**config.mk**
```make
export PLATFORM = sky130hd
export DESIGN_NAME = cd_sector_error_statistics
export DESIGN_NICKNAME = d
export VERILOG_FILES = /design/src/cdses_pkg.sv /design/src/cd_sector_error_statistics.sv
export SDC_FILE = /design/constraint.sdc
export NUM_CORES = 2
export LEC_CHECK = 0
export BUFFER_PORTS_ARGS = -buffer_cell sky130_fd_sc_hd__buf_2
export CORE_MARGIN = 5
export CORE_UTILIZATION = 30
export CTS_CLUSTER_SIZE = 28
export DETAILED_ROUTE_END_ITERATION = 8
export PLACE_DENSITY = 0.48
export REMOVE_ABC_BUFFERS = 1
export SLEW_MARGIN = 25
export SYNTH_ARGS = -nofsm -noshare
export SYNTH_HDL_FRONTEND = slang
export SYNTH_SLANG_ARGS = --single-unit
```
**constraint.sdc**
```tcl
create_clock -name clk -period 9.5 [get_ports clk]
set_input_delay 1.9 -clock clk [delete_from_list [all_inputs] [get_ports clk]]
set_output_delay 1.9 -clock clk [all_outputs]
set_load 0.005 [all_outputs]
```
**src/cdses_pkg.sv**
```systemverilog
`timescale 1ns / 1ps

package cdses_pkg;

  localparam logic [3:0]  RECOVERED_KEY = 4'h1;
  localparam logic [23:0] MAX24         = 24'hFF_FFFF;
  localparam logic [31:0] MAX32         = 32'hFFFF_FFFF;

  localparam int IN_DATA_W  = 80;
  localparam int OUT_DATA_W = 288;

  typedef logic [23:0] cnt24_t;
  typedef logic [31:0] cnt32_t;
  typedef logic [15:0] val16_t;

  // saturating increment of a 24-bit counter
  function automatic cnt24_t inc24(input cnt24_t a);
    inc24 = (a == MAX24) ? MAX24 : a + 24'd1;
  endfunction

  function automatic cnt24_t add24(input cnt24_t a, input val16_t b);
    logic [24:0] s;
    s = {1'b0, a} + {9'd0, b};
    add24 = s[24] ? MAX24 : s[23:0];
  endfunction

  function automatic cnt32_t add32(input cnt32_t a, input val16_t b);
    logic [32:0] s;
    s = {1'b0, a} + {17'd0, b};
    add32 = s[32] ? MAX32 : s[31:0];
  endfunction

endpackage

```
**src/cd_sector_error_statistics.sv**
```systemverilog
`timescale 1ns / 1ps

// CD sector error statistics.
// Input stream: one beat per scanned sector. s_tuser[0] is start_scan, which
// clears all statistics before the sector is counted. s_tdata carries the
// sector report (address, read status, sense key, C2 pointer bits, C1 and C2
// block counts).
// Output stream: one beat per sector with the statistics after that sector.
// Config channel: cfg_data is c1_enabled, written on cfg_valid (always ready).
// Write it only while no sector is in flight.
// Latency: the result beat is valid the cycle after the input beat is taken.
// Throughput: one sector per cycle while the output is not stalled. The statistics
// registers double as the output register, so the whole update is combinational.
// Reset: all statistics and the second counter clear, c1_enabled goes to 1,
// the output goes empty.
// Stall: while a result waits with m_tready low, it holds and s_tready drops; a new
// input beat is taken in the same cycle the held result leaves.
module cd_sector_error_statistics #(
  parameter int SECTORS_PER_SECOND = 75
) (
  input  logic clk,
  input  logic rst,
  input  logic s_tvalid,
  output logic s_tready,
  // [23:0] sector_address, [24] read_ok, [28:25] sense_key,
  // [40:29] c2_pointer_bits, [56:41] c1_block_count, [72:57] c2_block_count,
  // [79:73] zero
  input  logic [cdses_pkg::IN_DATA_W-1:0] s_tdata,
  // [0] start_scan
  input  logic [0:0] s_tuser,
  output logic m_tvalid,
  input  logic m_tready,
  // [31:0] c1_total, [55:32] c1_sector_count, [71:56] c1_sector_peak,
  // [95:72] c1_second_peak, [127:96] c2_total, [151:128] c2_sector_count,
  // [167:152] c2_sector_peak, [191:168] c2_peak_address,
  // [215:192] c2_second_peak, [239:216] c2_second_address,
  // [263:240] read_failure_count, [287:264] longest_error_run
  output logic [cdses_pkg::OUT_DATA_W-1:0] m_tdata,
  input  logic cfg_valid,
  output logic cfg_ready,
  input  logic cfg_data
);

  localparam int SecW = (SECTORS_PER_SECOND > 1) ? $clog2(SECTORS_PER_SECOND) : 1;
  localparam logic [SecW:0] SpsCount = (SecW+1)'(SECTORS_PER_SECOND);

  logic accept;

  logic                 c1_enabled;
  logic [SecW-1:0]      sector_in_second, sector_in_second_next;
  cdses_pkg::cnt24_t    second_start, second_start_next;
  cdses_pkg::cnt24_t    second_c1_sum, second_c1_sum_next;
  cdses_pkg::cnt24_t    second_c2_sum, second_c2_sum_next;
  cdses_pkg::cnt24_t    current_run, current_run_next;
  cdses_pkg::cnt32_t    c1_total, c1_total_next;
  cdses_pkg::cnt32_t    c2_total, c2_total_next;
  cdses_pkg::cnt24_t    c1_sector_count, c1_sector_count_next;
  cdses_pkg::val16_t    c1_sector_peak, c1_sector_peak_next;
  cdses_pkg::cnt24_t    c1_second_peak, c1_second_peak_next;
  cdses_pkg::cnt24_t    c2_sector_count, c2_sector_count_next;
  cdses_pkg::val16_t    c2_sector_peak, c2_sector_peak_next;
  cdses_pkg::cnt24_t    c2_peak_address, c2_peak_address_next;
  cdses_pkg::cnt24_t    c2_second_peak, c2_second_peak_next;
  cdses_pkg::cnt24_t    c2_second_address, c2_second_address_next;
  cdses_pkg::cnt24_t    read_failure_count, read_failure_count_next;
  cdses_pkg::cnt24_t    longest_error_run, longest_error_run_next;

  // input fields
  logic                 start_scan;
  cdses_pkg::cnt24_t    sector_address;
  logic                 read_ok;
  logic [3:0]           sense_key;
  logic [11:0]          c2_pointer_bits;
  cdses_pkg::val16_t    c1_block_count;
  cdses_pkg::val16_t    c2_block_count;

  cdses_pkg::val16_t    c1_val, c2b_val, c2_eff;
  logic                 second_first, c1_hit, c2_hit, run_extend;
  logic [SecW:0]        sec_inc;

  assign start_scan      = s_tuser[0];
  assign sector_address  = s_tdata[23:0];
  assign read_ok         = s_tdata[24];
  assign sense_key       = s_tdata[28:25];
  assign c2_pointer_bits = s_tdata[40:29];
  assign c1_block_count  = s_tdata[56:41];
  assign c2_block_count  = s_tdata[72:57];

  assign s_tready  = !m_tvalid || m_tready;
  assign accept    = s_tvalid && s_tready;
  assign cfg_ready = 1'b1;

  assign m_tdata = {longest_error_run, read_failure_count, c2_second_address,
                    c2_second_peak, c2_peak_address, c2_sector_peak,
                    c2_sector_count, c2_total, c1_second_peak, c1_sector_peak,
                    c1_sector_count, c1_total};

  always_comb begin
    // start of scan: work from cleared statistics
    sector_in_second_next   = start_scan ? '0 : sector_in_second;
    second_start_next       = start_scan ? '0 : second_start;
    second_c1_sum_next      = start_scan ? '0 : second_c1_sum;
    second_c2_sum_next      = start_scan ? '0 : second_c2_sum;
    current_run_next        = start_scan ? '0 : current_run;
    c1_total_next           = start_scan ? '0 : c1_total;
    c2_total_next           = start_scan ? '0 : c2_total;
    c1_sector_count_next    = start_scan ? '0 : c1_sector_count;
    c1_sector_peak_next     = start_scan ? '0 : c1_sector_peak;
    c1_second_peak_next     = start_scan ? '0 : c1_second_peak;
    c2_sector_count_next    = start_scan ? '0 : c2_sector_count;
    c2_sector_peak_next     = start_scan ? '0 : c2_sector_peak;
    c2_peak_address_next    = start_scan ? '0 : c2_peak_address;
    c2_second_peak_next     = start_scan ? '0 : c2_second_peak;
    c2_second_address_next  = start_scan ? '0 : c2_second_address;
    read_failure_count_next = start_scan ? '0 : read_failure_count;
    longest_error_run_next  = start_scan ? '0 : longest_error_run;

    c1_val  = c1_enabled ? c1_block_count : '0;
    c2b_val = c1_enabled ? c2_block_count : '0;
    c2_eff  = ({4'd0, c2_pointer_bits} > c2b_val) ? {4'd0, c2_pointer_bits} : c2b_val;

    second_first = (sector_in_second_next == '0);
    if (second_first) begin
      second_start_next  = sector_address;
      second_c1_sum_next = '0;
      second_c2_sum_next = '0;
    end

    c1_hit     = read_ok && (c1_val != '0);
    c2_hit     = read_ok && (c2_eff != '0) && (sense_key != cdses_pkg::RECOVERED_KEY);
    run_extend = !read_ok || c2_hit;

    if (c1_hit) begin
      c1_total_next        = cdses_pkg::add32(c1_total_next, c1_val);
      c1_sector_count_next = cdses_pkg::inc24(c1_sector_count_next);
      second_c1_sum_next   = cdses_pkg::add24(second_c1_sum_next, c1_val);
      if (c1_val > c1_sector_peak_next) begin
        c1_sector_peak_next = c1_val;
      end
      if (second_c1_sum_next > c1_second_peak_next) begin
        c1_second_peak_next = second_c1_sum_next;
      end
    end

    if (c2_hit) begin
      c2_total_next        = cdses_pkg::add32(c2_total_next, c2_eff);
      c2_sector_count_next = cdses_pkg::inc24(c2_sector_count_next);
      second_c2_sum_next   = cdses_pkg::add24(second_c2_sum_next, c2_eff);
      if (c2_eff > c2_sector_peak_next) begin
        c2_sector_peak_next  = c2_eff;
        c2_peak_address_next = sector_address;
      end
      if (second_c2_sum_next > c2_second_peak_next) begin
        c2_second_peak_next    = second_c2_sum_next;
        c2_second_address_next = second_start_next;
      end
    end

    if (!read_ok) begin
      read_failure_count_next = cdses_pkg::inc24(read_failure_count_next);
    end

    if (run_extend) begin
      current_run_next = cdses_pkg::inc24(current_run_next);
      if (current_run_next > longest_error_run_next) begin
        longest_error_run_next = current_run_next;
      end
    end else begin
      current_run_next = '0;
    end

    // advance the position inside the current second
    sec_inc = {1'b0, sector_in_second_next} + {{SecW{1'b0}}, 1'b1};
    sector_in_second_next = (sec_inc >= SpsCount) ? '0 : sec_inc[SecW-1:0];
  end

  always_ff @(posedge clk) begin
    if (rst) begin
      m_tvalid           <= 1'b0;
      c1_enabled         <= 1'b1;
      sector_in_second   <= '0;
      second_start       <= '0;
      second_c1_sum      <= '0;
      second_c2_sum      <= '0;
      current_run        <= '0;
      c1_total           <= '0;
      c2_total           <= '0;
      c1_sector_count    <= '0;
      c1_sector_peak     <= '0;
      c1_second_peak     <= '0;
      c2_sector_count    <= '0;
      c2_sector_peak     <= '0;
      c2_peak_address    <= '0;
      c2_second_peak     <= '0;
      c2_second_address  <= '0;
      read_failure_count <= '0;
      longest_error_run  <= '0;
    end else begin
      if (cfg_valid && cfg_ready) begin
        c1_enabled <= cfg_data;
      end
      if (accept) begin
        m_tvalid <= 1'b1;
      end else if (m_tready) begin
        m_tvalid <= 1'b0;
      end
      if (accept) begin
        sector_in_second   <= sector_in_second_next;
        second_start       <= second_start_next;
        second_c1_sum      <= second_c1_sum_next;
        second_c2_sum      <= second_c2_sum_next;
        current_run        <= current_run_next;
        c1_total           <= c1_total_next;
        c2_total           <= c2_total_next;
        c1_sector_count    <= c1_sector_count_next;
        c1_sector_peak     <= c1_sector_peak_next;
        c1_second_peak     <= c1_second_peak_next;
        c2_sector_count    <= c2_sector_count_next;
        c2_sector_peak     <= c2_sector_peak_next;
        c2_peak_address    <= c2_peak_address_next;
        c2_second_peak     <= c2_second_peak_next;
        c2_second_address  <= c2_second_address_next;
        read_failure_count <= read_failure_count_next;
        longest_error_run  <= longest_error_run_next;
      end
    end
  end

endmodule

```
==> impl_metrics.ini <==
[critical_path]
max_stage_delay_ns = 0.76
start_kind = input pin
startpoint = s_tdata[60]
path_class = input pin to flop
worstRegToRegCells = 28
arrival_ns = 9.06
crit-reg2reg-launch = c1_enabled
slowest_stage = o21ai_0
cp.required_ns = 10.05
timing.rr.end = c2_second_peak[18]
path_max_fanout = 12
rrSetupSlack_ns = 1.39
end_kind = flop

[global_routing]
grt-ovfl-total = 0
antenna_found_initial = 22
grt_busiest_layer = met2
use_met3_pct = 5.50
grtUsageMet2_pct = 32.6
first_global_vias = 23600
grt_max_degree = 103
grt_pass1_wl_mm = 143
grt_util_met1_pct = 26.5
grt_usage_pct = 20.0

[synthesis]
netlist_area_um2 = 25100
synthDominantCellAreaShare_pct = 31.4
ys_types = 103
synthTopCellsByArea = dfxtp_1 31%, ha_1 8.8%, a21oi_1 6.7%, nand2_1 6.0%, nor2_1 4.7%
synthFlopType = dfxtp_1
syn_inst = 3275
synthArstFlopShare_pct = 0
yosysSeqAreaShare_pct = 31.4
synth-edff-count = 0
ys_warn_count = 0
avgSynthCellArea_um2 = 7.66
yosys.area.top_type = dfxtp_1
ys_ff_latch = 393

[sta]
hold_viol = 0
drv_slew = 0
holdWs_ns = 0.454
tns_ns = 0
max_freq_mhz = 117
finClkSkew_ns = 0.0345
setup_viol = 0
tightestPinTransition_ns = 1.02
rsz0062_at_grt = no
worst_slack_ns = 0.989
period_needed_ns = 8.51
max_slew_margin_pct = 32.1
period_share_pct = 89.6

[drt]
drt-initial-drc-count = 1564
route.vias.total = 24900
drtAntennaViolNets = 0
wl_mm = 94.2
first_pass_iters = 5
viasPerCell = 5.33
wl_per_cell_um = 20.2
drc = 0

[floorplan]
ioPinCount = 378
core_um2 = 83300
row_count = 106
die_w_um = 299
die_area_um2 = 89500
dieHeight_um = 299
initial_core_util_pct = 30.1

[clock_network]
cts_hold_buffers = 0
cts_resized = 0
clock_latency_ns = 0.62
tritoncts = built
cts_max_level = 2
cts-buffers-inserted = 50
cts-root-buf = clkbuf_16
cts.repair_timing.setup_buffer_count = 0
clock-sinks = 393
clk_pin_slew_ns = 0.06
cts_max_path_buffers = 3

[final_layout]
layout-drive-gt1-share_pct = 17.4
final_util_pct = 35.7
final_cell_count_no_fill = 4674
top_regs = c1_total (32), c2_total (32)
synthToLayoutAreaGrowth_pct = 18.4
num-nets-final = 3813
stdcell_area_um2 = 29700

[pwr]
powerDensity_nw_per_um2 = 151
report.power.total_mw = 4.47
seqPwrFrac_pct = 39.4
p_leak_nw = 12.4
p_int_mw = 3.12
clkPwrFrac_pct = 43.9
vdd_drop_max_mv = 0.106
switching_share_pct = 30.3
pwr-share-comb_pct = 16.8
switching_power_mw = 1.35

[place]
pre_cts_slack_ns = 0.487
placed_cells = 4575
gp_congestion = 0.845
place_area_um2 = 28000
dp_hpwl_mm = 66.7
io_buffers = 369

[worst_hold_path]
hold_start = second_start[0]
min_path_cells = 2
hold_end = second_start[0]
hp-class = flop to flop

[outcome]
outcome = finished clean

[job]
cap_violations = 0
==> layout by cell type (no fill, tap or decap), types with 19 or more instances in the layout <==
master | netlist | final
a211oi_1 | 35 | 34
a21o_1 | 47 | 47
a21oi_1 | 334 | 333
a22o_1 | 39 | 39
a22oi_1 | 74 | 74
a31oi_1 | 59 | 59
and2_1 | 70 | 69
and3_1 | 44 | 44
buf_2 | 20 | 367
buf_4 | 3 | 59
clkbuf_16 | 0 | 51
dfxtp_1 | 393 | 393
ha_1 | 177 | 177
inv_1 | 89 | 88
nand2_1 | 401 | 399
nand2b_1 | 41 | 41
nand3_1 | 141 | 140
nand4_1 | 47 | 47
nor2_1 | 312 | 307
nor2b_1 | 68 | 68
nor3_1 | 60 | 60
nor4_1 | 19 | 19
o211ai_1 | 39 | 39
o21a_1 | 24 | 24
o21ai_0 | 176 | 174
o221a_2 | 25 | 25
xnor2_1 | 48 | 48
xor2_1 | 32 | 32
==> cells by family (layout without fill, tap and decap cells) <==
logic type	after synthesis	in the layout	synth area share (%)
AO/OA/AOI/OAI	1030	1030	27.2
adder cells (fa/ha/maj)	183	183	9.16
buffers and inverters	304	614	4.81
XOR/XNOR	82	82	2.92
AND/OR/NAND/NOR	1265	1265	23.8
flip-flops	393	393	31.4
other	1	10	0.0149
multiplexers	17	17	0.708
==> worst max-delay path by stage <==
stage                     slack [ns]  cells after the start              endpoint
after global routing            0.47                     37    c1_second_peak[22]
after detailed placement        0.49                     31  c2_second_address[0]
final                           0.99                     30    c2_second_peak[18]
after CTS                       1.10                     32  c2_second_address[0]
after global placement          0.46                     31    c2_second_peak[18]
after floorplan                -2.34                     29    c2_second_peak[20]
==> synth_stat cells (44+ instances only) <==
cell	n
a31oi_1	59
nand3_1	141
inv_1	89
o21ai_0	176
nor2b_1	68
clkbuf_1	167
dfxtp_1	393
nor3_1	60
nand4_1	47
a21oi_1	334
nand2_1	401
a21o_1	47
a22oi_1	74
and2_1	70
nor2_1	312
ha_1	177
and3_1	44
xnor2_1	48
==> layer usage <==
layer / vias up / wire, um
li1: 12500 / -
met1: 11800 / 42800
met2: 556 / 42400
met3: 118 / 6990
met4: 12 / 1980
met5: - / 79
==> power groups by stage <==
stage / clock network (mW) / registers, mW / logic, mW
6_report: 1.96 / 1.76 / 0.750
5_1_grt: 2.09 / 1.77 / 0.832
4_1_cts: 2.03 / 1.76 / 0.753
3_5_place_dp: 0 / 1.80 / 0.750
3_3_place_gp: 0 / 1.80 / 0.750
2_1_floorplan: 0 / 1.79 / 0.432
==> worst max-delay path: cells and delay by family <==
kind                     cells  cell delay [ns]
AND/OR/NAND/NOR             13             2.95
AO/OA/AOI/OAI               11             2.92
adder cells (fa/ha/maj)      3             1.00
buffers and inverters        3             0.27
==> final cells by class <==
cell class | count | area, um2
fillers | 8907 | 53600
multi-input cells | 2578 | 16100
flip-flops and latches | 393 | 7870
repair buffers | 431 | 2360
clock buffers | 76 | 1540
well taps | 1080 | 1350
inverters | 93 | 354
clock inverters | 14 | 126
diodes | 9 | 22.5
No activity file was read; power rests on OpenSTA's default activity.
